### config.mk
export PLATFORM = sky130hd
export DESIGN_NAME = spce_divsqrt
export DESIGN_NICKNAME = d
export VERILOG_FILES = /design/src/rtl/spce_pkg.sv /design/src/rtl/spce_divsqrt.sv
export SDC_FILE = /design/constraint.sdc
export NUM_CORES = 1
export LEC_CHECK = 0
export ABC_AREA = 0
export BUFFER_PORTS_ARGS = -buffer_cell sky130_fd_sc_hd__buf_2
export CAP_MARGIN = 20
export CORE_MARGIN = 3
export CORE_UTILIZATION = 25
export DETAILED_ROUTE_END_ITERATION = 10
export GPL_TIMING_DRIVEN = 0
export PLACE_DENSITY_LB_ADDON = 0.15
export SYNTH_ARGS = -nofsm -noshare
export SYNTH_HDL_FRONTEND = slang
export SYNTH_SLANG_ARGS = --single-unit
### constraint.sdc
create_clock -name clk -period 8 [get_ports clk]
set_clock_uncertainty 0.2 [all_clocks]
set_input_delay 0 -clock clk [delete_from_list [all_inputs] [get_ports clk]]
set_output_delay 0 -clock clk [all_outputs]
set_load 0.02 [all_outputs]
### src/rtl/spce_pkg.sv
package spce_pkg;

    // instruction codes
    localparam logic OP_EVAL = 1'b0;
    localparam logic OP_MOVE = 1'b1;

    // configuration register indexes
    localparam logic [2:0] REG_INIT_CX = 3'd0;
    localparam logic [2:0] REG_INIT_CY = 3'd1;
    localparam logic [2:0] REG_INIT_CZ = 3'd2;
    localparam logic [2:0] REG_RADIUS  = 3'd3;
    localparam logic [2:0] REG_WEIGHT  = 3'd4;

    // request and status of the shared divide / square root unit
    typedef struct packed {
        logic start;
        logic sqrt_mode;
    } spce_ds_req_t;

    typedef struct packed {
        logic busy;
        logic done;
    } spce_ds_stat_t;

    // saturate a magnitude to a signed 32-bit result
    function automatic logic [31:0] sat_out(input logic [47:0] mag, input logic neg);
        logic [47:0] m;
        begin
            if (neg) begin
                m = (mag > 48'h0000_8000_0000) ? 48'h0000_8000_0000 : mag;
                return 32'(48'd0 - m);
            end
            m = (mag > 48'h0000_7fff_ffff) ? 48'h0000_7fff_ffff : mag;
            return m[31:0];
        end
    endfunction

    // saturating signed 32-bit add
    function automatic logic [31:0] sat_add(input logic [31:0] a, input logic [31:0] b);
        logic [32:0] s;
        begin
            s = {a[31], a} + {b[31], b};
            if (s[32] != s[31])
                return s[32] ? 32'h8000_0000 : 32'h7fff_ffff;
            return s[31:0];
        end
    endfunction

    // row and column of each unique hessian entry: xx xy xz yy yz zz
    function automatic logic [1:0] hess_row(input logic [2:0] k);
        begin
            case (k)
                3'd0, 3'd1, 3'd2: return 2'd0;
                3'd3, 3'd4:       return 2'd1;
                default:          return 2'd2;
            endcase
        end
    endfunction

    function automatic logic [1:0] hess_col(input logic [2:0] k);
        begin
            case (k)
                3'd0:       return 2'd0;
                3'd1, 3'd3: return 2'd1;
                default:    return 2'd2;
            endcase
        end
    endfunction

endpackage

### src/rtl/spce_divsqrt.sv
module spce_divsqrt
    import spce_pkg::*;
(
    input  logic          clk,
    input  logic          rst_n,
    input  spce_ds_req_t  req,
    input  logic [63:0]   dividend,
    input  logic [31:0]   divisor,
    output spce_ds_stat_t stat,
    output logic [31:0]   result
);

    logic        busy_reg;
    logic        done_reg;
    logic        mode_reg;
    logic [4:0]  cnt_reg;
    logic [34:0] rem_reg;
    logic [63:0] sh_reg;
    logic [31:0] q_reg;
    logic [31:0] dvs_reg;

    logic [34:0] trial;
    logic [34:0] cmp;
    logic        ge;
    logic [34:0] diff;

    // one quotient or root bit per cycle through one compare and subtract
    always_comb
    begin
        if (mode_reg)
        begin
            trial = {rem_reg[32:0], sh_reg[63:62]};
            cmp   = {1'b0, q_reg, 2'b01};
        end
        else
        begin
            trial = {2'b00, rem_reg[31:0], sh_reg[63]};
            cmp   = {3'b000, dvs_reg};
        end
        ge   = (trial >= cmp);
        diff = trial - cmp;
    end

    always_ff @(posedge clk or negedge rst_n)
    begin
        if (!rst_n)
        begin
            busy_reg <= 1'b0;
            done_reg <= 1'b0;
            cnt_reg  <= '0;
        end
        else
        begin
            done_reg <= 1'b0;
            if (req.start)
            begin
                busy_reg <= 1'b1;
                cnt_reg  <= '0;
            end
            else if (busy_reg)
            begin
                cnt_reg <= cnt_reg + 5'd1;
                if (cnt_reg == 5'd31)
                begin
                    busy_reg <= 1'b0;
                    done_reg <= 1'b1;
                end
            end
        end
    end

    always_ff @(posedge clk)
    begin
        if (req.start)
        begin
            mode_reg <= req.sqrt_mode;
            dvs_reg  <= divisor;
            q_reg    <= '0;
            if (req.sqrt_mode)
            begin
                rem_reg <= '0;
                sh_reg  <= dividend;
            end
            else
            begin
                rem_reg <= {3'b000, dividend[63:32]};
                sh_reg  <= {dividend[31:0], 32'd0};
            end
        end
        else if (busy_reg)
        begin
            rem_reg <= ge ? diff : trial;
            q_reg   <= {q_reg[30:0], ge};
            sh_reg  <= mode_reg ? {sh_reg[61:0], 2'b00} : {sh_reg[62:0], 1'b0};
        end
    end

    assign stat.busy = busy_reg;
    assign stat.done = done_reg;
    assign result    = q_reg;

endmodule

[Word level (Yosys, flattened, before mapping)]
Index checks and enable logic that the tools add are counted.
W data, S select, Z words.
Storage, ports and cells
  register bits: 169
  latch bits: 0
  bits in writable memories: 0
  ROM bits: 0
  input bits: 100
  memories: 0
Operators by class
  $add $sub $neg: 2
  $mul: 0
  div/mod/pow operators: 0
  order comparisons: 1
  equality and inequality tests: 1
  shifts and indexed selects: 0
  mux-type cells: 18
  bitwise logic cells: 0
  reductions and logical operators: 1
Operator list (count)
  $mux W64: 4
  $mux W33: 3
  $ge A35 B34 Y1: 1
  $mux W35: 1
  $mux W34: 1
  $sub A33 B33 Y33: 1
  $mux W32: 1
  $mux W5: 2
  $mux W1: 6
  $add A5 B1 Y5 const B: 1
  $eq A5 B5 Y1 const B: 1
  $reduce_bool A2 Y1: 1

[Longest topological paths before layout]
Gate-level depths: netlist of run 1.
  depth in word-level cells: 5
  gate-level depth with buffers: 17
  gate-level depth less buffers: 12

[Worst setup path after synthesis of run 1]
Ideal clock, no wire load.
  path kind: reg-to-reg
  from: reg mode_reg
  to: reg rem_reg[31], data pin
  setup time: 0.274 ns
  data arrival time: 3.740 ns
  slack: 3.786 ns
  cell stages (with the launch flop): 17
  path through: edfxtp_1 -> clkbuf_1 -> buf_2 -> buf_2 -> buf_1 -> mux2i_1 -> ha_1 -> and3_1 -> and4_1 -> a41oi_2 -> o21ai_1 -> a221o_1 -> a31o_1 -> buf_6 -> buf_6 -> o31ai_2 -> nor3b_2
On the way
  longest elaborated chain between the ends: 5
RTL lines
  from (decl): RTL line spce_divsqrt.sv:15  | logic mode_reg;
  from (signal assigned): RTL line spce_divsqrt.sv:76  | mode_reg <= req.sqrt_mode;
  $mux W35 or $mux W34 (tied branches): RTL line spce_divsqrt.sv:30  | if (mode_reg)
  $sub A33 B33 Y33 or $ge A35 B34 Y1 (tied branches): RTL line spce_divsqrt.sv:41, spce_divsqrt.sv:40
  $mux W33 *: RTL line spce_divsqrt.sv:92  | rem_reg <= ge ? diff : trial;
  $mux W33 *: RTL line spce_divsqrt.sv:90  | else if (busy_reg)
  $mux W33 *: RTL line spce_divsqrt.sv:74  | if (req.start)
  to (signal assigned): RTL line spce_divsqrt.sv:86  | rem_reg <= {3'b000, dividend[63:32]};
  to (signal assigned): RTL line spce_divsqrt.sv:92
  to (decl): RTL line spce_divsqrt.sv:17  | logic [34:0] rem_reg;
Mark *: on every way between the ends. The rest lies on a longest branch, timed or not. The select of a mux whose other input is x is not followed.
A chain may end at the register's enable or synchronous reset.

[Worst setup path after layout of run 1]
  from: reg mode_reg
  to: reg rem_reg[32], data pin
Same word-level chain as after synthesis.

==> flow_summary.html, run 1 <==
<table>
<tr><th>Metric</th><th>Value</th></tr>
<tr><th colspan="2">Status</th></tr>
<tr><td>Status</td><td>finished clean</td></tr>
<tr><th colspan="2">Timing</th></tr>
<tr><td>Hold Violations, Final</td><td>0</td></tr>
<tr><td>Unrepaired setup endpoints after global routing</td><td>no</td></tr>
<tr><td>Highest clock frequency the design can meet</td><td>165 MHz</td></tr>
<tr><td>Aggregate negative setup slack</td><td>0 ns</td></tr>
<tr><td>Headroom to the max-slew limit</td><td>36.7%</td></tr>
<tr><td>Total setup violations reported at the end of the flow</td><td>0</td></tr>
<tr><td>WHS</td><td>0.0437 ns</td></tr>
<tr><td>Clock period minus worst slack</td><td>6.05 ns</td></tr>
<tr><td>Count of final max-slew check failures</td><td>0</td></tr>
<tr><td>Worst slew pin tran</td><td>around 0.95 ns</td></tr>
<tr><td>Post-route clock period utilization</td><td>between 70% and 80%</td></tr>
<tr><th colspan="2">Global route</th></tr>
<tr><td>First-pass GRT wire length</td><td>between 50,000 and 60,000 um</td></tr>
<tr><td>Antenna violations before repair</td><td>0</td></tr>
<tr><td>Largest net degree at the start of global routing</td><td>54</td></tr>
<tr><td>Via count of the first global-routing pass</td><td>about 8,600</td></tr>
<tr><td>Global-route congestion overflow total</td><td>0</td></tr>
<tr><td>Total Routing Usage GR</td><td>between 10% and 20%</td></tr>
<tr><th colspan="2">Setup path</th></tr>
<tr><td>Startpoint of the most critical register-to-register path</td><td>mode_reg$_DFFE_PP_</td></tr>
<tr><td>Maximum fanout count along the critical path</td><td>10</td></tr>
<tr><td>Terminus of the critical flop-to-flop path</td><td>rem_reg[32]$_SDFFCE_PP0P_</td></tr>
<tr><td>Worst path arrival time</td><td>6.12 ns</td></tr>
<tr><td>Crit Path Category</td><td>register to register</td></tr>
<tr><td>Number of cells on the worst reg-to-reg path</td><td>16</td></tr>
<tr><td>Required time of the critical path</td><td>8.07 ns</td></tr>
<tr><td>Worst reg-to-reg setup slack</td><td>1.95 ns</td></tr>
<tr><td>Worst setup EP type</td><td>register</td></tr>
<tr><td>Critical path launch point type</td><td>register</td></tr>
<tr><th colspan="2">Clock tree</th></tr>
<tr><td>Number of resized instances in the post-cts repair step</td><td>0</td></tr>
<tr><td>Post-CTS setup buffer count</td><td>0</td></tr>
<tr><td>CTS Sinks</td><td>approximately 170</td></tr>
<tr><td>CTS tree</td><td>done</td></tr>
<tr><td>Post-CTS Hold Buffers</td><td>just under 100</td></tr>
<tr><td>Buffer depth of the longest clock path</td><td>2</td></tr>
<tr><td>CTS H-tree lvls</td><td>4</td></tr>
<tr><td>Root Buffer</td><td>sky130_fd_sc_hd__clkbuf_16</td></tr>
<tr><td>Clock-pin transition on the worst setup and hold timing paths</td><td>0.07 ns</td></tr>
<tr><td>Clock latency on the worst-skew pair</td><td>about 0.45 ns</td></tr>
<tr><td>Number of buffers inserted during clock tree synthesis</td><td>17</td></tr>
<tr><th colspan="2">Floorplanning</th></tr>
<tr><td>CORE AREA</td><td>~0.040 mm^2</td></tr>
<tr><td>Die Span Y</td><td>209 um</td></tr>
<tr><td>Initial core utilization</td><td>25.7%</td></tr>
<tr><td>Total die area</td><td>0.0437 mm^2</td></tr>
<tr><td>Die span in x</td><td>approximately 210 um</td></tr>
<tr><td>Number of standard-cell rows in the floorplan</td><td>between 70 and 80</td></tr>
<tr><td>Top-Level Pins</td><td>~130</td></tr>
<tr><th colspan="2">Min path</th></tr>
<tr><td>Hold Crit Class</td><td>input pin to register</td></tr>
<tr><td>End point of the most critical hold path</td><td>mode_reg$_DFFE_PP_</td></tr>
<tr><td>Worst hold path depth</td><td>1</td></tr>
<tr><td>Worst Min Path Start</td><td>req[1]</td></tr>
<tr><th colspan="2">Yosys</th></tr>
<tr><td>Mux cell area share after synthesis</td><td>17.5%</td></tr>
<tr><td>Synthesis-stage register bit count</td><td>169</td></tr>
<tr><td>Number of synthesized flops with an enable pin</td><td>130</td></tr>
<tr><td>Distinct cells, synth</td><td>70</td></tr>
<tr><td>Sequential element share of the synthesized area</td><td>45.8%</td></tr>
<tr><td>Number of nets produced by synthesis</td><td>roughly 1,100</td></tr>
<tr><td>Top FF cell, synth</td><td>sky130_fd_sc_hd__edfxtp_1</td></tr>
<tr><td>Synth Area in Adders</td><td>4.56%</td></tr>
<tr><td>Xor/xnor share of the synthesized area</td><td>between 2 and 2.5%</td></tr>
<tr><td>Synthesized area per cell</td><td>around 11 um^2</td></tr>
<tr><td>Compound-cell area share of the yosys netlist</td><td>around 16%</td></tr>
<tr><td>Share of synthesized cell area in and, or, nand and nor gates</td><td>11.1%</td></tr>
<tr><td>Share of synthesized registers carrying an async set or reset</td><td>4.14%</td></tr>
<tr><td>Netlist area before placement</td><td>0.0103 mm^2</td></tr>
<tr><td>Number of standard cells after synthesis</td><td>954</td></tr>
<tr><td>Warning count from the yosys run</td><td>0</td></tr>
<tr><td>Dominant combinational cell family by area after synthesis</td><td>multiplexers</td></tr>
<tr><th colspan="2">Route</th></tr>
<tr><td>Number of DRC markers after the initial detailed-route iteration</td><td>440</td></tr>
<tr><td>Via count</td><td>~8,200</td></tr>
<tr><td>Total DRC errors in the routed layout</td><td>0</td></tr>
<tr><td>Detailed Routing Iterations Pass 1</td><td>5</td></tr>
<tr><td>Post-route ant nets</td><td>0</td></tr>
<tr><td>Vias per Instance</td><td>4.71</td></tr>
<tr><td>Detailed-route wire length</td><td>33,600 um</td></tr>
<tr><td>Final routed wire length divided by cell count</td><td>just under 20 um</td></tr>
<tr><th colspan="2">Final layout</th></tr>
<tr><td>Final standard cell utilization of the core</td><td>33.0%</td></tr>
<tr><td>Antenna diodes</td><td>0</td></tr>
<tr><td>Final standard cell area without fillers</td><td>0.0133 mm^2</td></tr>
<tr><td>Layout cells sized above 1</td><td>between 10% and 20%</td></tr>
<tr><td>Net count, final</td><td>1,343</td></tr>
<tr><td>Layout filler cell count</td><td>between 4,000 and 5,000</td></tr>
<tr><td>Filler-free cell count of the finished design</td><td>1,744</td></tr>
<tr><td>Area growth from synthesis to final layout</td><td>28.6%</td></tr>
<tr><td>Number of flip-flops in the largest register</td><td>64</td></tr>
<tr><th colspan="2">Place</th></tr>
<tr><td>Number of instances in the placed design</td><td>~1,600</td></tr>
<tr><td>Final RePlAce weighted congestion</td><td>~0.81</td></tr>
<tr><td>Port bufs</td><td>133</td></tr>
<tr><td>Cell area after placement</td><td>0.0117 mm^2</td></tr>
<tr><td>DP Wirelength</td><td>25,900 um</td></tr>
<tr><th colspan="2">Pwr</th></tr>
<tr><td>PwrDens</td><td>294 mW/mm^2</td></tr>
<tr><td>Leak pwr</td><td>5.68 nW</td></tr>
<tr><td>Max VDD drop</td><td>0.000168 V</td></tr>
<tr><th colspan="2">Flow run</th></tr>
<tr><td>Number of max-cap violations</td><td>0</td></tr>
</table>
==> cells in the mapped netlist, drive strengths merged (4+ instances only) <==
library cell	number	area share, %
a211oi	36	2.7
a21o	19	1.4
a21oi	71	3.7
a31oi	9	0.69
and2	5	0.30
and3	10	0.75
buf	27	1.5
clkbuf	37	1.3
dfrtp	7	1.7
dfxtp	32	6.2
edfxtp	130	38
ha	36	4.4
inv	9	0.33
mux2	32	3.5
mux2i	144	14
nand2	79	2.9
nand2b	4	0.24
nand3	9	0.44
nand4	6	0.36
nor2	60	2.2
nor2b	33	2.0
nor3	8	0.64
nor4	6	0.42
o211ai	5	0.41
o21ai	63	3.1
o21bai	7	0.62
o31ai	4	0.57
xnor2	15	1.3
xor2	13	1.1
==> layout make-up <==
class	instances	area, um^2	area share (%)
inverter	9	33.8	0.255
tap	525	657	4.95
sequential	169	4720	35.6
buffer	64	292	2.20
clock buffer	22	495	3.74
timing repair buffer	233	1680	12.7
clock inverter	10	106	0.802
multi-input combinational	712	5270	39.8
==> through the flow <==
step / setup WS [ns] / total power [mW]
2_1_floorplan: 3.79 / 2.55
3_3_place_gp: 1.99 / 3.01
3_5_place_dp: 2.00 / 3.02
4_1_cts: 1.96 / 3.93
5_1_grt: 1.62 / 4.18
6_report: 1.95 / 3.90
==> routing by layer <==
layer	routed length [um]	global-route usage, %	part of all wire [%]
met4	243	2.79	0.72
met3	1060	2.72	3.2
met1	17000	22.2	51
met2	15200	24.3	45
met5	0	0	0
==> critical path: stages (launching register included) <==
cell	delay (ns)
sky130_fd_sc_hd__edfxtp_1	0.43
sky130_fd_sc_hd__clkbuf_1	0.49
sky130_fd_sc_hd__buf_2	0.41
sky130_fd_sc_hd__clkbuf_1	0.54
sky130_fd_sc_hd__clkbuf_1	0.77
sky130_fd_sc_hd__or2_2	0.27
sky130_fd_sc_hd__ha_1	0.16
sky130_fd_sc_hd__inv_1	0.05
sky130_fd_sc_hd__fa_1	0.40
sky130_fd_sc_hd__a21o_1	0.21
sky130_fd_sc_hd__a31oi_1	0.34
sky130_fd_sc_hd__o211ai_2	0.19
sky130_fd_sc_hd__a32oi_1	0.32
sky130_fd_sc_hd__a31oi_1	0.26
sky130_fd_sc_hd__a311o_1	0.44
sky130_fd_sc_hd__xnor2_1	0.13
sky130_fd_sc_hd__a211oi_1	0.23
==> worst max-delay path by stage <==
| stage | startpoint | end | slack (ns) |
|---|---|---|---|
| floorplan | mode_reg$_DFFE_PP_ | rem_reg[31]$_DFFE_PP_ | 3.79 |
| global placement | mode_reg$_DFFE_PP_ | rem_reg[32]$_SDFFCE_PP0P_ | 1.99 |
| detailed placement | mode_reg$_DFFE_PP_ | rem_reg[32]$_SDFFCE_PP0P_ | 2.00 |
| CTS | mode_reg$_DFFE_PP_ | rem_reg[32]$_SDFFCE_PP0P_ | 1.96 |
| global route | mode_reg$_DFFE_PP_ | rem_reg[32]$_SDFFCE_PP0P_ | 1.62 |
| finish | mode_reg$_DFFE_PP_ | rem_reg[32]$_SDFFCE_PP0P_ | 1.95 |
==> power breakdown <==
group | leakage [nW] | internal (mW) | switching, mW
Sequential | 1.75 | 1.12 | 0.0703
Clock | 0.297 | 0.478 | 0.387
Combinational | 3.64 | 0.790 | 1.05
Total | 5.68 | 2.39 | 1.51
==> cell usage in the layout (no fill, tap or decap), drive strengths merged, types with 3 or more instances in the layout <==
master,Yosys,routed
clkinv,0,6
a21oi,71,71
a31oi,9,9
dlygate4sd3,0,99
buf,27,161
clkbuf,37,59
mux2,32,32
nand2b,4,4
nor2,60,60
nor3,8,8
a211oi,36,36
dfxtp,32,32
a2111oi,3,3
and3,10,10
xor2,13,13
inv,9,12
xnor2,15,15
o21ai,63,63
ha,36,36
a32o,3,3
o21a,3,3
a21o,19,19
nor2b,33,33
o21bai,7,7
mux2i,144,144
o211ai,5,5
and2,5,5
nand4,6,6
nor4,6,6
nand2,79,79
edfxtp,130,130
dfrtp,7,7
nand3,9,9
and4,3,3
o31ai,4,4
==> logic make-up (layout without fill, tap and decap cells) <==
family                   count (synthesis)  after routing
flip-flops                             169            169
buffers and inverters                   73            338
AND/OR/NAND/NOR                        230            230
adder cells (fa/ha/maj)                 37             37
AO/OA/AOI/OAI                          241            241
XOR/XNOR                                28             28
multiplexers                           176            176
(Power assumes the default switching activity.)
==> run 2, diff against run 1 <==
clock period = 5.5 ns   (was 8 ns; I/O delays follow)
==> flow_summary.html, run 2 (synthesis gave the netlist of run 1 again) <==
<table>
<tr><th>Metric</th><th>Value</th></tr>
<tr><th colspan="2">Floorplanning</th></tr>
<tr><td>CORE AREA</td><td>0.0402 mm^2 (unchanged)</td></tr>
<tr><td>Die span in x</td><td>209 um (unchanged)</td></tr>
<tr><td>Top-Level Pins</td><td>134 (unchanged)</td></tr>
<tr><td>Die Span Y</td><td>209 um (unchanged)</td></tr>
<tr><td>Initial core utilization</td><td>25.7% (unchanged)</td></tr>
<tr><td>Total die area</td><td>0.0437 mm^2 (unchanged)</td></tr>
<tr><td>Number of standard-cell rows in the floorplan</td><td>73 (unchanged)</td></tr>
<tr><th colspan="2">Route</th></tr>
<tr><td>Vias per Instance</td><td>4.71 (about the same)</td></tr>
<tr><td>Final routed wire length divided by cell count</td><td>19.2 um (-0.27%)</td></tr>
<tr><td>Via count</td><td>8,209 (-0.13%)</td></tr>
<tr><td>Number of DRC markers after the initial detailed-route iteration</td><td>472 (+7.3%)</td></tr>
<tr><td>Post-route ant nets</td><td>0 (unchanged)</td></tr>
<tr><td>Detailed-route wire length</td><td>33,500 um (-0.39%)</td></tr>
<tr><td>Total DRC errors in the routed layout</td><td>0 (unchanged)</td></tr>
<tr><td>Detailed Routing Iterations Pass 1</td><td>5 (unchanged)</td></tr>
<tr><th colspan="2">Pwr</th></tr>
<tr><td>Leak pwr</td><td>5.69 nW (+0.12%)</td></tr>
<tr><td>Max VDD drop</td><td>0.000243 V (+45%)</td></tr>
<tr><td>Design Power</td><td>5.67 mW (+45%)</td></tr>
<tr><td>PwrDens</td><td>428 mW/mm^2 (+45%)</td></tr>
<tr><th colspan="2">Timing</th></tr>
<tr><td>WHS</td><td>0.0478 ns (+0.00410 ns)</td></tr>
<tr><td>Worst slew pin tran</td><td>0.940 ns (-0.00901 ns)</td></tr>
<tr><td>Hold Violations, Final</td><td>0 (unchanged)</td></tr>
<tr><td>Headroom to the max-slew limit</td><td>37.3% (+0.60 points)</td></tr>
<tr><td>Total setup violations reported at the end of the flow</td><td>0 (unchanged)</td></tr>
<tr><td>Count of final max-slew check failures</td><td>0 (unchanged)</td></tr>
<tr><td>Unrepaired setup endpoints after global routing</td><td>no</td></tr>
<tr><td>Highest clock frequency the design can meet</td><td>198 MHz (+20%)</td></tr>
<tr><td>Post-route clock period utilization</td><td>91.8% (+16 points)</td></tr>
<tr><td>Aggregate negative setup slack</td><td>0 ns (unchanged)</td></tr>
<tr><td>Clock period minus worst slack</td><td>5.05 ns (-1.00 ns)</td></tr>
<tr><th colspan="2">Global route</th></tr>
<tr><td>Via count of the first global-routing pass</td><td>8,632 (unchanged)</td></tr>
<tr><td>GR Util met3</td><td>2.72% (unchanged)</td></tr>
<tr><td>Global-route congestion overflow total</td><td>0 (unchanged)</td></tr>
<tr><td>First-pass GRT wire length</td><td>51,600 um (-0.11%)</td></tr>
<tr><td>Global routing met1 resource utilization</td><td>22.2% (about the same)</td></tr>
<tr><td>Antenna violations before repair</td><td>0 (unchanged)</td></tr>
<tr><td>Met2 Usage GRT</td><td>24.2% (-0.11 points)</td></tr>
<tr><td>Largest net degree at the start of global routing</td><td>54 (unchanged)</td></tr>
<tr><td>Total Routing Usage GR</td><td>15.3% (-0.025 points)</td></tr>
<tr><td>Busiest layer in global routing</td><td>met2</td></tr>
<tr><th colspan="2">Final layout</th></tr>
<tr><td>Area growth from synthesis to final layout</td><td>28.6% (about the same)</td></tr>
<tr><td>Most frequent standard cell in the layout excluding fill and tap cells</td><td>sky130_fd_sc_hd__mux2i_1</td></tr>
<tr><td>Commonest cells after routing, fill and taps aside</td><td>sky130_fd_sc_hd__mux2i_1, sky130_fd_sc_hd__buf_2, sky130_fd_sc_hd__edfxtp_1</td></tr>
<tr><td>Layout filler cell count</td><td>4,240 (-0.14%)</td></tr>
<tr><td>Antenna diodes</td><td>0 (unchanged)</td></tr>
<tr><td>Layout cells sized above 1</td><td>19.7% (+0.28 points)</td></tr>
<tr><td>Final standard cell utilization of the core</td><td>33.0% (about the same)</td></tr>
<tr><td>Number of flip-flops in the largest register</td><td>64 (unchanged)</td></tr>
<tr><td>Net count, final</td><td>1,341 (-0.15%)</td></tr>
<tr><th colspan="2">Clock tree</th></tr>
<tr><td>CTS tree</td><td>done</td></tr>
<tr><td>Buffer depth of the longest clock path</td><td>2 (unchanged)</td></tr>
<tr><td>Clock-pin transition on the worst setup and hold timing paths</td><td>0.07 ns (about the same)</td></tr>
<tr><td>Number of buffers inserted during clock tree synthesis</td><td>17 (unchanged)</td></tr>
<tr><td>Clock latency on the worst-skew pair</td><td>0.45 ns (about the same)</td></tr>
<tr><td>Root Buffer</td><td>sky130_fd_sc_hd__clkbuf_16</td></tr>
<tr><td>CTS H-tree lvls</td><td>4 (unchanged)</td></tr>
<tr><td>CTS Sinks</td><td>169 (unchanged)</td></tr>
<tr><th colspan="2">Setup path</th></tr>
<tr><td>Required time of the critical path</td><td>5.57 ns (-2.50 ns)</td></tr>
<tr><td>Critical path launch point type</td><td>register</td></tr>
<tr><td>Startpoint of the most critical register-to-register path</td><td>mode_reg$_DFFE_PP_</td></tr>
<tr><td>Maximum fanout count along the critical path</td><td>11 (+1)</td></tr>
<tr><td>Worst setup EP type</td><td>register</td></tr>
<tr><td>Crit Path Category</td><td>register to register</td></tr>
<tr><td>Worst reg-to-reg setup slack</td><td>0.45 ns (-1.50 ns)</td></tr>
<tr><td>Terminus of the critical flop-to-flop path</td><td>rem_reg[32]$_SDFFCE_PP0P_</td></tr>
<tr><td>Worst path arrival time</td><td>5.12 ns (-1.00 ns)</td></tr>
<tr><td>Number of cells on the worst reg-to-reg path</td><td>13 (-3)</td></tr>
<tr><th colspan="2">Place</th></tr>
<tr><td>Port bufs</td><td>133 (unchanged)</td></tr>
<tr><td>DP Wirelength</td><td>25,900 um (unchanged)</td></tr>
<tr><td>Final RePlAce weighted congestion</td><td>0.809 (unchanged)</td></tr>
<tr><th colspan="2">Min path</th></tr>
<tr><td>Hold Crit Class</td><td>input pin to register</td></tr>
<tr><td>Worst hold path depth</td><td>2 (+1)</td></tr>
<tr><td>End point of the most critical hold path</td><td>dvs_reg[14]$_DFFE_PP_</td></tr>
<tr><td>Worst Min Path Start</td><td>divisor[14]</td></tr>
<tr><th colspan="2">Status</th></tr>
<tr><td>Status</td><td>finished clean</td></tr>
<tr><th colspan="2">Flow run</th></tr>
<tr><td>Number of max-cap violations</td><td>0 (unchanged)</td></tr>
</table>
## run 2: area by class of cell
class / instances / area (um^2) / area share (%)
Buffer: 62 / 290 / 2.19
Clock buffer: 22 / 495 / 3.74
Clock inverter: 10 / 106 / 0.802
Inverter: 9 / 33.8 / 0.255
Multi-Input combinational cell: 712 / 5270 / 39.8
Sequential cell: 169 / 4720 / 35.6
Tap cell: 525 / 657 / 4.95
Timing Repair Buffer: 233 / 1680 / 12.7
## run 2: critical path, stage by stage, from the launching register on
cell and delay [ns]:
sky130_fd_sc_hd__edfxtp_1 0.71, sky130_fd_sc_hd__buf_2 0.31, sky130_fd_sc_hd__buf_2 0.36, sky130_fd_sc_hd__buf_2 0.37, sky130_fd_sc_hd__mux2i_1 0.38, sky130_fd_sc_hd__ha_1 0.36, sky130_fd_sc_hd__a21o_1 0.25, sky130_fd_sc_hd__a31oi_1 0.34
sky130_fd_sc_hd__o211ai_2 0.19, sky130_fd_sc_hd__a32oi_1 0.32, sky130_fd_sc_hd__a31oi_1 0.26, sky130_fd_sc_hd__a311o_1 0.44, sky130_fd_sc_hd__xnor2_1 0.13, sky130_fd_sc_hd__a211oi_1 0.23
## run 2: worst max path at each step
stage               depth (start not counted)                        end               start
floorplan                                  16      rem_reg[31]$_DFFE_PP_  mode_reg$_DFFE_PP_
finish                                     13  rem_reg[32]$_SDFFCE_PP0P_  mode_reg$_DFFE_PP_
global placement                           16  rem_reg[32]$_SDFFCE_PP0P_  mode_reg$_DFFE_PP_
CTS                                        15  rem_reg[32]$_SDFFCE_PP0P_  mode_reg$_DFFE_PP_
detailed placement                         16  rem_reg[32]$_SDFFCE_PP0P_  mode_reg$_DFFE_PP_
global route                               13  rem_reg[32]$_SDFFCE_PP0P_  mode_reg$_DFFE_PP_
## run 2: repair_timing
action                                  4_1_cts  5_1_grt
setup buffers                                 0        0
hold buffers                                 99        0
gates resized for setup                       3        1
endpoints found under the setup margin       32        2
hold endpoints to repair                    136        0
## run 2: through the flow
stage                     instances  instance area, um^2  setup WS [ns]
after floorplan                 954                10300           1.29
after global placement         1612                11600         -0.515
after detailed placement       1613                11700         -0.496
after CTS                      1743                13300          0.197
after global routing           1742                13300          0.126
final                          1742                13300          0.451
## run 2: per-layer routing
metal,vias up,wire length (um)
met5,-,0
met3,12,1100
met1,3964,16900
met2,153,15200
met4,0,243
li1,4080,-
## run 2: power by group
part / internal, mW / switching, mW / total, mW / leakage, nW
combinational: 1.15 / 1.53 / 2.68 / 3.65
clock: 0.695 / 0.562 / 1.26 / 0.297
sequential: 1.64 / 0.105 / 1.74 / 1.75
